==> config.mk <==
export PLATFORM = sky130hd
export DESIGN_NAME = sorted_priority_queue_unit_flat
export DESIGN_NICKNAME = d
export VERILOG_FILES = /design/src/rtl/core/spq_pkg.sv /design/src/rtl/core/spq_req_if.sv /design/src/rtl/core/spq_rsp_if.sv /design/src/rtl/core/spq_store.sv /design/src/rtl/core/sorted_priority_queue_unit.sv /design/src/flat_wrapper.sv
export SDC_FILE = /design/constraint.sdc
export NUM_CORES = 1
export LEC_CHECK = 0
export ABC_CLOCK_PERIOD_IN_PS = 9900
export BUFFER_PORTS_ARGS = -buffer_cell sky130_fd_sc_hd__buf_2
export CAP_MARGIN = 30
export CORE_MARGIN = 8
export CORE_UTILIZATION = 62
export CTS_CLUSTER_SIZE = 40
export DETAILED_ROUTE_END_ITERATION = 12
export PLACE_DENSITY = 0.79
export SLEW_MARGIN = 20
export SYNTH_ARGS = -nofsm -noshare
export SYNTH_HDL_FRONTEND = slang
export SYNTH_HIERARCHICAL = 1
export SYNTH_SLANG_ARGS = --single-unit
==> constraint.sdc <==
create_clock -name clk_i -period 9.9 [get_ports clk_i]
set_input_delay 0.99 -clock clk_i [delete_from_list [all_inputs] [get_ports clk_i]]
set_output_delay 0.99 -clock clk_i [all_outputs]
set_load 0.05 [all_outputs]
==> src/rtl/core/spq_pkg.sv <==
// ----------------------------------------------------------------------------
// Sorted priority queue package
// Shared types, codes and defaults for the sorted priority queue.
// ----------------------------------------------------------------------------
package spq_pkg;

  localparam int unsigned DefaultDepth = 16;
  localparam int unsigned PayloadW     = 64;
  localparam int unsigned PrioW        = 16;
  localparam int unsigned OccW         = 5;

  typedef enum logic {
    CMD_ENQ = 1'b0,
    CMD_DEQ = 1'b1
  } cmd_e;

  typedef enum logic [1:0] {
    STATUS_ENQ   = 2'd0,
    STATUS_POP   = 2'd1,
    STATUS_EMPTY = 2'd2,
    STATUS_FULL  = 2'd3
  } status_e;

  typedef enum logic [2:0] {
    ST_IDLE,
    ST_SCAN,
    ST_PLACE,
    ST_POP,
    ST_DONE
  } state_e;

  typedef struct packed {
    logic [PayloadW-1:0]     payload;
    logic signed [PrioW-1:0] prio;
  } entry_t;

endpackage

==> src/rtl/core/spq_req_if.sv <==
// ----------------------------------------------------------------------------
// Sorted priority queue request channel
// Carries one command item with its payload and priority.
// ----------------------------------------------------------------------------
interface spq_req_if;

  logic               valid;
  logic               ready;
  logic               cmd;
  logic [63:0]        payload;
  logic signed [15:0] prio;

  modport source (output valid, output cmd, output payload, output prio, input ready);
  modport sink   (input valid, input cmd, input payload, input prio, output ready);

endinterface

==> src/rtl/core/spq_rsp_if.sv <==
// ----------------------------------------------------------------------------
// Sorted priority queue response channel
// Carries one result item with status, popped entry and occupancy.
// ----------------------------------------------------------------------------
interface spq_rsp_if;

  logic               valid;
  logic               ready;
  logic [1:0]         status;
  logic [63:0]        out_payload;
  logic signed [15:0] out_prio;
  logic [4:0]         occupancy;

  modport source (output valid, output status, output out_payload, output out_prio,
                  output occupancy, input ready);
  modport sink   (input valid, input status, input out_payload, input out_prio,
                  input occupancy, output ready);

endinterface

==> src/rtl/core/spq_store.sv <==
// ----------------------------------------------------------------------------
// Sorted priority queue entry store
// Circular entry memory addressed by logical position from the head, with
// one write port and one registered read port.
// ----------------------------------------------------------------------------
module spq_store
  import spq_pkg::*;
#(
  parameter int unsigned DEPTH = DefaultDepth
) (
  input  logic                     clk_i,
  input  logic [$clog2(DEPTH)-1:0] head_i,
  input  logic                     wr_en_i,
  input  logic [$clog2(DEPTH)-1:0] wr_idx_i,
  input  entry_t                   wr_data_i,
  input  logic [$clog2(DEPTH)-1:0] rd_idx_i,
  output entry_t                   rd_data_o
);

  localparam int unsigned AW = $clog2(DEPTH);

  entry_t          mem_q [DEPTH];
  entry_t          rd_data_q;
  logic   [AW:0]   wr_sum;
  logic   [AW:0]   rd_sum;
  logic   [AW-1:0] wr_addr;
  logic   [AW-1:0] rd_addr;

  always_comb begin
    wr_sum = {1'b0, head_i} + {1'b0, wr_idx_i};
    rd_sum = {1'b0, head_i} + {1'b0, rd_idx_i};
    if (wr_sum >= (AW+1)'(DEPTH)) begin
      wr_sum = wr_sum - (AW+1)'(DEPTH);
    end
    if (rd_sum >= (AW+1)'(DEPTH)) begin
      rd_sum = rd_sum - (AW+1)'(DEPTH);
    end
    wr_addr = wr_sum[AW-1:0];
    rd_addr = rd_sum[AW-1:0];
  end

  always_ff @(posedge clk_i) begin
    if (wr_en_i) begin
      mem_q[wr_addr] <= wr_data_i;
    end
  end

  always_ff @(posedge clk_i) begin
    rd_data_q <= mem_q[rd_addr];
  end

  assign rd_data_o = rd_data_q;

endmodule

==> src/rtl/core/sorted_priority_queue_unit.sv <==
// ----------------------------------------------------------------------------
// Sorted priority queue unit
// Bounded priority queue of DEPTH entries kept in ascending priority order.
// ----------------------------------------------------------------------------
// Entries live in a circular single-port-write, single-port-read memory and
// are kept sorted from the head. A dequeue reads the head and advances the
// head pointer. An enqueue walks from the tail toward the head, moving each
// entry whose priority is equal or greater up by one place, one entry per
// cycle through the memory's read and write ports, then writes the new
// entry; at most DEPTH - 1 entries are moved. A rejected enqueue or a dequeue
// from an empty queue goes straight to its result. A finished result waits
// in an output register, so the next item is accepted while it is still
// pending; a later result is held until the waiting one has been taken.
// Only one item is in progress at a time.
module sorted_priority_queue_unit
  import spq_pkg::*;
#(
  parameter int unsigned DEPTH = DefaultDepth
) (
  input  logic      clk_i,
  input  logic      rst_ni,
  spq_req_if.sink   req_i,
  spq_rsp_if.source rsp_o
);

  localparam int unsigned AW = $clog2(DEPTH);
  localparam int unsigned CW = $clog2(DEPTH + 1);

  state_e          state_q, state_d;
  logic [CW-1:0]   count_q, count_d;
  logic [AW-1:0]   head_q, head_d;
  logic [AW-1:0]   k_q, k_d;
  entry_t          new_q, new_d;
  status_e         res_status_q, res_status_d;
  entry_t          res_entry_q, res_entry_d;

  logic            out_valid_q, out_valid_d;
  status_e         out_status_q, out_status_d;
  entry_t          out_entry_q, out_entry_d;
  logic [OccW-1:0] out_occ_q, out_occ_d;

  logic            accept;
  logic            wr_en;
  logic [AW-1:0]   wr_idx;
  entry_t          wr_data;
  logic [AW-1:0]   rd_idx;
  entry_t          rd_data;

  spq_store #(
    .DEPTH(DEPTH)
  ) u_store (
    .clk_i    (clk_i),
    .head_i   (head_q),
    .wr_en_i  (wr_en),
    .wr_idx_i (wr_idx),
    .wr_data_i(wr_data),
    .rd_idx_i (rd_idx),
    .rd_data_o(rd_data)
  );

  assign req_i.ready = (state_q == ST_IDLE);
  assign accept      = req_i.valid && req_i.ready;

  always_comb begin
    state_d      = state_q;
    count_d      = count_q;
    head_d       = head_q;
    k_d          = k_q;
    new_d        = new_q;
    res_status_d = res_status_q;
    res_entry_d  = res_entry_q;
    out_valid_d  = out_valid_q;
    out_status_d = out_status_q;
    out_entry_d  = out_entry_q;
    out_occ_d    = out_occ_q;
    wr_en        = 1'b0;
    wr_idx       = k_q;
    wr_data      = rd_data;
    rd_idx       = k_q - AW'(1) - AW'(1);

    if (out_valid_q && rsp_o.ready) begin
      out_valid_d = 1'b0;
    end

    unique case (state_q)
      ST_IDLE: begin
        if (accept) begin
          new_d = '{payload: req_i.payload, prio: req_i.prio};
          if (req_i.cmd == CMD_ENQ) begin
            if (count_q == CW'(DEPTH)) begin
              res_status_d = STATUS_FULL;
              res_entry_d  = '0;
              state_d      = ST_DONE;
            end else begin
              k_d    = AW'(count_q);
              rd_idx = AW'(count_q - CW'(1));
              if (count_q == '0) begin
                state_d = ST_PLACE;
              end else begin
                state_d = ST_SCAN;
              end
            end
          end else begin
            rd_idx = '0;
            if (count_q == '0) begin
              res_status_d = STATUS_EMPTY;
              res_entry_d  = '0;
              state_d      = ST_DONE;
            end else begin
              state_d = ST_POP;
            end
          end
        end
      end
      ST_SCAN: begin
        wr_en = 1'b1;
        if (rd_data.prio >= new_q.prio) begin
          k_d = k_q - AW'(1);
          if (k_q == AW'(1)) begin
            state_d = ST_PLACE;
          end
        end else begin
          wr_data      = new_q;
          count_d      = count_q + CW'(1);
          res_status_d = STATUS_ENQ;
          res_entry_d  = '0;
          state_d      = ST_DONE;
        end
      end
      ST_PLACE: begin
        wr_en        = 1'b1;
        wr_data      = new_q;
        count_d      = count_q + CW'(1);
        res_status_d = STATUS_ENQ;
        res_entry_d  = '0;
        state_d      = ST_DONE;
      end
      ST_POP: begin
        res_status_d = STATUS_POP;
        res_entry_d  = rd_data;
        count_d      = count_q - CW'(1);
        head_d       = (head_q == AW'(DEPTH - 1)) ? '0 : head_q + AW'(1);
        state_d      = ST_DONE;
      end
      ST_DONE: begin
        if (!out_valid_q || rsp_o.ready) begin
          out_valid_d  = 1'b1;
          out_status_d = res_status_q;
          out_entry_d  = res_entry_q;
          out_occ_d    = OccW'(count_q);
          state_d      = ST_IDLE;
        end
      end
      default: begin
        state_d = ST_IDLE;
      end
    endcase
  end

  always_ff @(posedge clk_i or negedge rst_ni) begin
    if (!rst_ni) begin
      state_q     <= ST_IDLE;
      count_q     <= '0;
      head_q      <= '0;
      out_valid_q <= 1'b0;
    end else begin
      state_q     <= state_d;
      count_q     <= count_d;
      head_q      <= head_d;
      out_valid_q <= out_valid_d;
    end
  end

  always_ff @(posedge clk_i) begin
    k_q          <= k_d;
    new_q        <= new_d;
    res_status_q <= res_status_d;
    res_entry_q  <= res_entry_d;
    out_status_q <= out_status_d;
    out_entry_q  <= out_entry_d;
    out_occ_q    <= out_occ_d;
  end

  assign rsp_o.valid       = out_valid_q;
  assign rsp_o.status      = out_status_q;
  assign rsp_o.out_payload = out_entry_q.payload;
  assign rsp_o.out_prio    = out_entry_q.prio;
  assign rsp_o.occupancy   = out_occ_q;

`ifndef ASSERT_OFF
  a_count_bound : assert property (@(posedge clk_i) disable iff (!rst_ni)
    count_q <= CW'(DEPTH))
    else $error("Entry count exceeds the queue depth.");

  a_idle_count_stable : assert property (@(posedge clk_i) disable iff (!rst_ni)
    (state_q == ST_IDLE && !accept) |=> $stable(count_q) && $stable(head_q))
    else $error("Queue state changed without an accepted item.");

  a_full_occupancy : assert property (@(posedge clk_i) disable iff (!rst_ni)
    (out_valid_q && out_status_q == STATUS_FULL) |-> out_occ_q == OccW'(DEPTH))
    else $error("Full status reported with the queue not full.");

  a_empty_occupancy : assert property (@(posedge clk_i) disable iff (!rst_ni)
    (out_valid_q && out_status_q == STATUS_EMPTY) |-> out_occ_q == '0)
    else $error("Empty status reported with entries stored.");

  a_scan_not_empty : assert property (@(posedge clk_i) disable iff (!rst_ni)
    (state_q == ST_SCAN || state_q == ST_POP) |-> count_q != '0)
    else $error("Store walk started on an empty queue.");
`endif

endmodule

==> src/flat_wrapper.sv <==
// flat-port wrapper written by rule: the top's interface ports become plain ports
module sorted_priority_queue_unit_flat import spq_pkg::*;
#(
  parameter int unsigned DEPTH = DefaultDepth
)
  (clk_i, rst_ni, req_i_valid, req_i_cmd, req_i_payload, req_i_prio, req_i_ready, rsp_o_valid, rsp_o_status, rsp_o_out_payload, rsp_o_out_prio, rsp_o_occupancy, rsp_o_ready);
  spq_req_if req_i_i ();
  spq_rsp_if rsp_o_i ();
  input  logic clk_i;
  input  logic rst_ni;
  input wire logic [$bits(req_i_i.valid)-1:0] req_i_valid;
  input wire logic [$bits(req_i_i.cmd)-1:0] req_i_cmd;
  input wire logic [$bits(req_i_i.payload)-1:0] req_i_payload;
  input wire logic [$bits(req_i_i.prio)-1:0] req_i_prio;
  output wire logic [$bits(req_i_i.ready)-1:0] req_i_ready;
  output wire logic [$bits(rsp_o_i.valid)-1:0] rsp_o_valid;
  output wire logic [$bits(rsp_o_i.status)-1:0] rsp_o_status;
  output wire logic [$bits(rsp_o_i.out_payload)-1:0] rsp_o_out_payload;
  output wire logic [$bits(rsp_o_i.out_prio)-1:0] rsp_o_out_prio;
  output wire logic [$bits(rsp_o_i.occupancy)-1:0] rsp_o_occupancy;
  input wire logic [$bits(rsp_o_i.ready)-1:0] rsp_o_ready;
  assign req_i_i.valid = req_i_valid;
  assign req_i_i.cmd = req_i_cmd;
  assign req_i_i.payload = req_i_payload;
  assign req_i_i.prio = req_i_prio;
  assign req_i_ready = req_i_i.ready;
  assign rsp_o_valid = rsp_o_i.valid;
  assign rsp_o_status = rsp_o_i.status;
  assign rsp_o_out_payload = rsp_o_i.out_payload;
  assign rsp_o_out_prio = rsp_o_i.out_prio;
  assign rsp_o_occupancy = rsp_o_i.occupancy;
  assign rsp_o_i.ready = rsp_o_ready;
  sorted_priority_queue_unit #(.DEPTH(DEPTH)) u_core (.clk_i(clk_i), .rst_ni(rst_ni), .req_i(req_i_i), .rsp_o(rsp_o_i));
endmodule
After elaboration in Yosys (flattened, before gate mapping)
Memories as Yosys holds them, arrays and structs flattened. A register that Yosys moved wholly into a read port is not among the register bits.
Cells that the tools add are included.

operators by class
  add/subtract/negate cells = 9
  multipliers = 0
  div/mod/pow operators = 0
  $lt $le $gt $ge = 3
  eq/ne operators = 16
  shifts and indexed selects = 0
  multiplexer cells = 43
  bitwise logic cells = 0
  reductions and logical operators = 17

operator list
  operator               number
  $mux W80               6
  $pmux W80 S4           1
  $pmux W80 S2           1
  $mux W4                11
  $mux W3                7
  $ge A16 B16 Y1         1
  $sub A4 B1 Y4 const B  4
  $pmux W5 S3            1
  $mux W2                6
  $pmux W3 S4            1
  $add A4 B4 Y5          2
  $ge A5 B5 Y1 const B   2
  $reduce_and A5 Y1      2
  $ne A3 B3 Y1 const B   3
  $ne A2 B2 Y1 const B   4
  $pmux W2 S4            1
  $pmux W4 S2            1
  $eq A3 B2 Y1 const B   2
  $mux W1                6
  $reduce_and A2 Y1      3
  $add A5 B1 Y5 const B  1
  $eq A5 B5 Y1 const B   1
  $logic_not A5 Y1       1
  $mux W5                1
  16 further kinds       19

word-level totals
  register bits after elaboration = 266
  latch bits = 0
  RAM bits = 1,280
  memory bits (read-only) = 0
  input port bits = 85
  output and inout bits = 89
  logic and storage cells = 103
  memories kept = 1

memory list
  name                  words  bits a word  read ports  clocked after memory_dff  wr ports  RTL line         text
  u_core.u_store.mem_q  16     80           1           1                         1         spq_store.sv:22  entry_t mem_q [DEPTH];

Longest topological paths before layout
  depth after elaboration = 9
  depth in mapped cells = 17
  depth with buffers taken out = 14

Modules after synthesis
The synthesis kept the hierarchy.

modules (own cells, without submodules)
  module                      instances  cells an instance  area each (sq um)  seq. area each (sq um)
  spq_store                   1          2,352              51,323.0           40,038.4
  sorted_priority_queue_unit  1          637                11,065.6           7,922.6

Worst setup path before layout
Ideal clock, no wire load.

  path type = reg-to-reg
  start point = register u_core/new_q[15] (netlist name)
  end point = register u_core/res_entry_q[0] (netlist name), enable pin
  setup time = 0.623 ns
  arrival = 7.309 ns
  required time = 9.277 ns
  setup slack = 1.968 ns
  stages on the path, launching flop included = 9
  buffers on the path = 0
  period minus slack after synthesis = 7.932 ns
  cells stage by stage = edfxtp_1 -> inv_1 -> ha_1 -> nand4_2 -> a2111o_1 -> a31o_1 -> nand2_1 -> nor2_1 -> nor3_1

between the ends
  word-level cells in the longest chain between the ends = 3

RTL lines
  element                      RTL line                           text
  start: declaration           sorted_priority_queue_unit.sv:33   entry_t new_q, new_d;
  start signal: assignment     sorted_priority_queue_unit.sv:176  new_q <= new_d;
  $ge A16 B16 Y1               sorted_priority_queue_unit.sv:117  if (rd_data.prio >= new_q.prio) begin
  $ne A2 B2 Y1 (no line)       n/a
  $reduce_and A5 Y1 (no line)  n/a
  end signal: assignment       sorted_priority_queue_unit.sv:178  res_entry_q <= res_entry_d;
  end: declaration             sorted_priority_queue_unit.sv:35   entry_t res_entry_q, res_entry_d;

No other way between the ends.
A chain may end at the register's enable or synchronous reset.

Worst setup path after layout
  start point = register u_core.state_q[0]
  end point = register u_core/u_store/rd_data_o[59] (netlist name)

between the ends
  word-level cells in the longest chain between the ends = 7
  elaborated cells on any way between the ends = 8
  those cells by class = 2 x add/sub; 1 x order compare; 3 x mux; 2 x reduce/logical

RTL lines
  element                                               RTL line                                                            text
  start: declaration                                    sorted_priority_queue_unit.sv:29                                    state_e state_q, state_d;
  start signal: assignment                              sorted_priority_queue_unit.sv:167                                   state_q <= state_d;
  $logic_not A3 Y1 (*)                                  sorted_priority_queue_unit.sv:61, sorted_priority_queue_unit.sv:85
  $logic_and A1 B1 Y1                                   sorted_priority_queue_unit.sv:62                                    assign accept = req_i.valid && req_i.ready;
  $mux W4                                               sorted_priority_queue_unit.sv:87                                    if (accept) begin
  $mux W4 (*)                                           sorted_priority_queue_unit.sv:85                                    unique case (state_q)
  via u_core.rd_idx[1]                                  sorted_priority_queue_unit.sv:46                                    logic [AW-1:0] rd_idx;
  $add A4 B4 Y5 (*)                                     spq_store.sv:31                                                     rd_sum = {1'b0, head_i} + {1'b0, rd_idx_i};
  $sub A4 B1 Y4 / $ge A5 B5 Y1 (equally long branches)  spq_store.sv:36, spq_store.sv:35
  $mux W4 (*)                                           spq_store.sv:35                                                     if (rd_sum >= (AW+1)'(DEPTH)) begin

Mark *: on every way through the listed nets, which the timed path passes. The rest lies on a longest branch.

==> flow_summary.yaml <==
route:
  wl_met1_mm: 51.8
  wl_mm: 144
  wl_per_cell_um: 31.2
  drt-initial-drc-count: 4170
  antenna_left: 0
  drc_errors: 0
  dr_wl_met2_mm: 71.3
  dr.pass1.iters: 5
  wl_met3_mm: 16.9
  top_layer: "met4"
  via_count: 31300
  viasPerCell: 6.76
synthesis:
  synth_top_family_by_area: "multiplexers"
  synth_top_cell_by_area: "edfxtp_1"
  synth-compound-area-share_pct: 3.56
  synthAdderAreaFrac_pct: 0.646
  synth.area.mux_share_pct: 13.5
  ys_async_sr_fraction_pct: 0.800
  yosysTopAreaCellShare_pct: 73.8
  synth_commonest_cells: "edfxtp_1, mux4_2, nand2_1"
  synthTopCellsByArea: "edfxtp_1, mux4_2, dfxtp_1"
  synth_edf_count: 1533
  synth_cell_types: 57
  syn_area_um2: 62400
  yosysWarnings: 6
  yosysMostFrequentCell: "edfxtp_1"
  ys_seq_area_share_pct: 76.9
  synthSimpleGateAreaFrac_pct: 3.07
  synthFlopType: "edfxtp_1"
  synthesis.nets: 3105
  synth_area_per_cell_um2: 20.9
  synth_seq_cells: 1626
  netlist_instances: 2989
  synthXorXnorAreaFrac_pct: 0.333
worst_setup_path:
  cp_slowest_cell: "buf_4"
  crit_buf_inv: 4
  path_max_fanout: 62
  worstPathArrival_ns: 7.14
  crit_family: "buffers and inverters"
  worstSetupStartpointType: "flop"
  crit_type: "reg -> reg"
  max_stage_delay_ns: 0.84
  path_common_cell: "buf_4"
  cp-end-kind: "flop"
  crit_required_ns: 10.56
  cp_cell_sequence: "nor3_1 -> nand2_1 -> inv_4 -> buf_4 -> a21oi_1 -> ha_1 -> a21oi_1 -> and3_4 -> buf_4 -> buf_4 -> o211ai_1 -> o211ai_1"
clock_tree:
  clock_latency_ns: 0.77
  clock_sinks: 1626
  hold_buffers: 0
  cts-root-buf: "clkbuf_16"
  clockBufferDepth: 3
  cts_tree: "done"
  postCtsSetupBuffers: 0
  clk_pin_slew_worst_paths_ns: 0.06
  htree_levels: 4
  cts_buffers: 156
  ctsResizeCount: 0
floorplan:
  boundaryPins: 174
  die_h_um: 333
  core.rowCount: 116
  fp.dieArea_um2: 111000
  core_area_um2: 99900
  start_util_pct: 62.5
  die_w_um: 333
final_layout:
  final_util_pct: 69.7
  fin_nets: 3322
  fin_cells: 4633
  final_cell_area_um2: 69600
  area_delta_synth_final_pct: 11.5
  drive_gt1_share_pct: 27.2
grt:
  grt_pass1_vias: 32800
  grt_max_degree: 162
  overflow: 0
  track_usage_pct: 25.7
  grt_pass1_wl_mm: 212
  antenna_found_initial: 5
sta:
  finalCritPeriodShare_pct: 65.5
  relSlewSlack_pct: 27.8
  finalHoldViolCount: 0
  rsz0062_at_grt: "no"
  setup_viol: 0
  tightest_slew_ns: 1.08
  finalMaxSlewViolations: 0
  fmax_mhz: 154
  fin_tns_setup_ns: 0
  fin_skew_ns: 0.0346
  min_period_ns: 6.49
min_path:
  hp-class: "in -> async"
place:
  dpl_cell_area_um2: 64400
  dp_hpwl_mm: 69.6
  place_inst: 4341
  globalplace.congestion: 0.781
  portBuffers: 173
outcome:
  status: "completed"
flow_run:
  maxCapViolCount: 0
==> cells by family (layout without fill, tap and decap cells) <==
kind of cell | Yosys count | count (layout)
mux | 400 | 400
xor+xnor | 22 | 22
flops | 1626 | 1626
compound gates | 289 | 289
simple gates | 416 | 416
other cells | 0 | 1
fa+ha+maj | 31 | 31
buf+inv | 205 | 550
==> cells in the final DEF, fill, tap and decap left out, drive strengths merged, types with 5 or more instances in the layout <==
master,instances
a211o,80
a21oi,19
and3,83
buf,239
bufinv,12
clkbuf,213
clkinv,45
clkinvlp,13
dfrtp,13
dfxtp,80
edfxtp,1533
ha,29
inv,28
mux2,80
mux4,320
nand2,269
nand2b,5
nand4,8
nor2,15
nor3,19
o211ai,162
o21ai,13
xnor2,14
xor2,8
==> worst reg2reg max path, delay by kind of cell (launching register included) <==
kind / cells / cell delay (ns)
simple gates: 3 / 1.29
fa+ha+maj: 1 / 0.26
compound gates: 4 / 1.12
flops: 1 / 0.64
buf+inv: 4 / 3.08
==> layout make-up <==
cell class	count	area (um^2)
Tap cell	1298	1620
Clock buffer	213	4390
Sequential cell	1626	48000
Timing Repair Buffer	239	1450
Clock inverter	73	738
Fill cell	5707	30300
Inverter	25	96.3
Antenna cell	1	2.50
Multi-Input combinational cell	1158	13300
==> state kept, by name, summed over array words and instances (netlist names) <==
name                      flops
u_core/count_q                5
u_core/head_q                 4
u_core/k_q                    4
u_core/new_q                 80
u_core/res_entry_q           80
u_core/res_status_q           2
u_core/rsp_o.occupancy        5
u_core/rsp_o.out_payload     64
u_core/rsp_o.out_prio        16
u_core/rsp_o.status           2
u_core/rsp_o.valid            1
u_core/state_q                3
u_core/u_store/mem_q       1280
u_core/u_store/rd_data_o     80
==> path summary, 6_finish.rpt <==
kind	from	to	slack [ns]	depth (start not counted)
worst max-delay path	u_core/state_q[0]$_DFFE_PN0P_	u_core/u_store/rd_data_o[59]$_DFF_P_	3.41	12
worst min-delay path	rst_ni	u_core/count_q[4]$_DFFE_PN0P_	0.15	1
worst max register to register	u_core/state_q[0]$_DFFE_PN0P_	u_core/u_store/rd_data_o[59]$_DFF_P_	3.41	12
worst min register to register	u_core/res_entry_q[50]$_SDFFCE_PN0P_	u_core/rsp_o.out_payload[34]$_DFFE_PP_	0.41	0
max in group asynchronous	rst_ni	u_core/state_q[0]$_DFFE_PN0P_	9.48	1
min in group clk_i	req_i_prio[2]	u_core/new_q[2]$_DFFE_PP_	0.41	1
==> through the flow <==
step	hold WS (ns)	setup WS [ns]
2_1_floorplan	0.400	1.97
3_3_place_gp	0.401	3.78
3_5_place_dp	0.405	3.56
4_1_cts	0.106	3.57
5_1_grt	0.145	3.33
6_report	0.148	3.41
==> routing by layer <==
metal	track usage (%)	vias to the layer above
li1	-	12700
met1	34.4	16100
met2	42.4	2223
met3	5.83	333
met4	8.44	0
met5	0	-
Power is left out: the tool's default activity adds up to more than one toggle a clock period on the data nets, which glitch-free logic cannot reach.
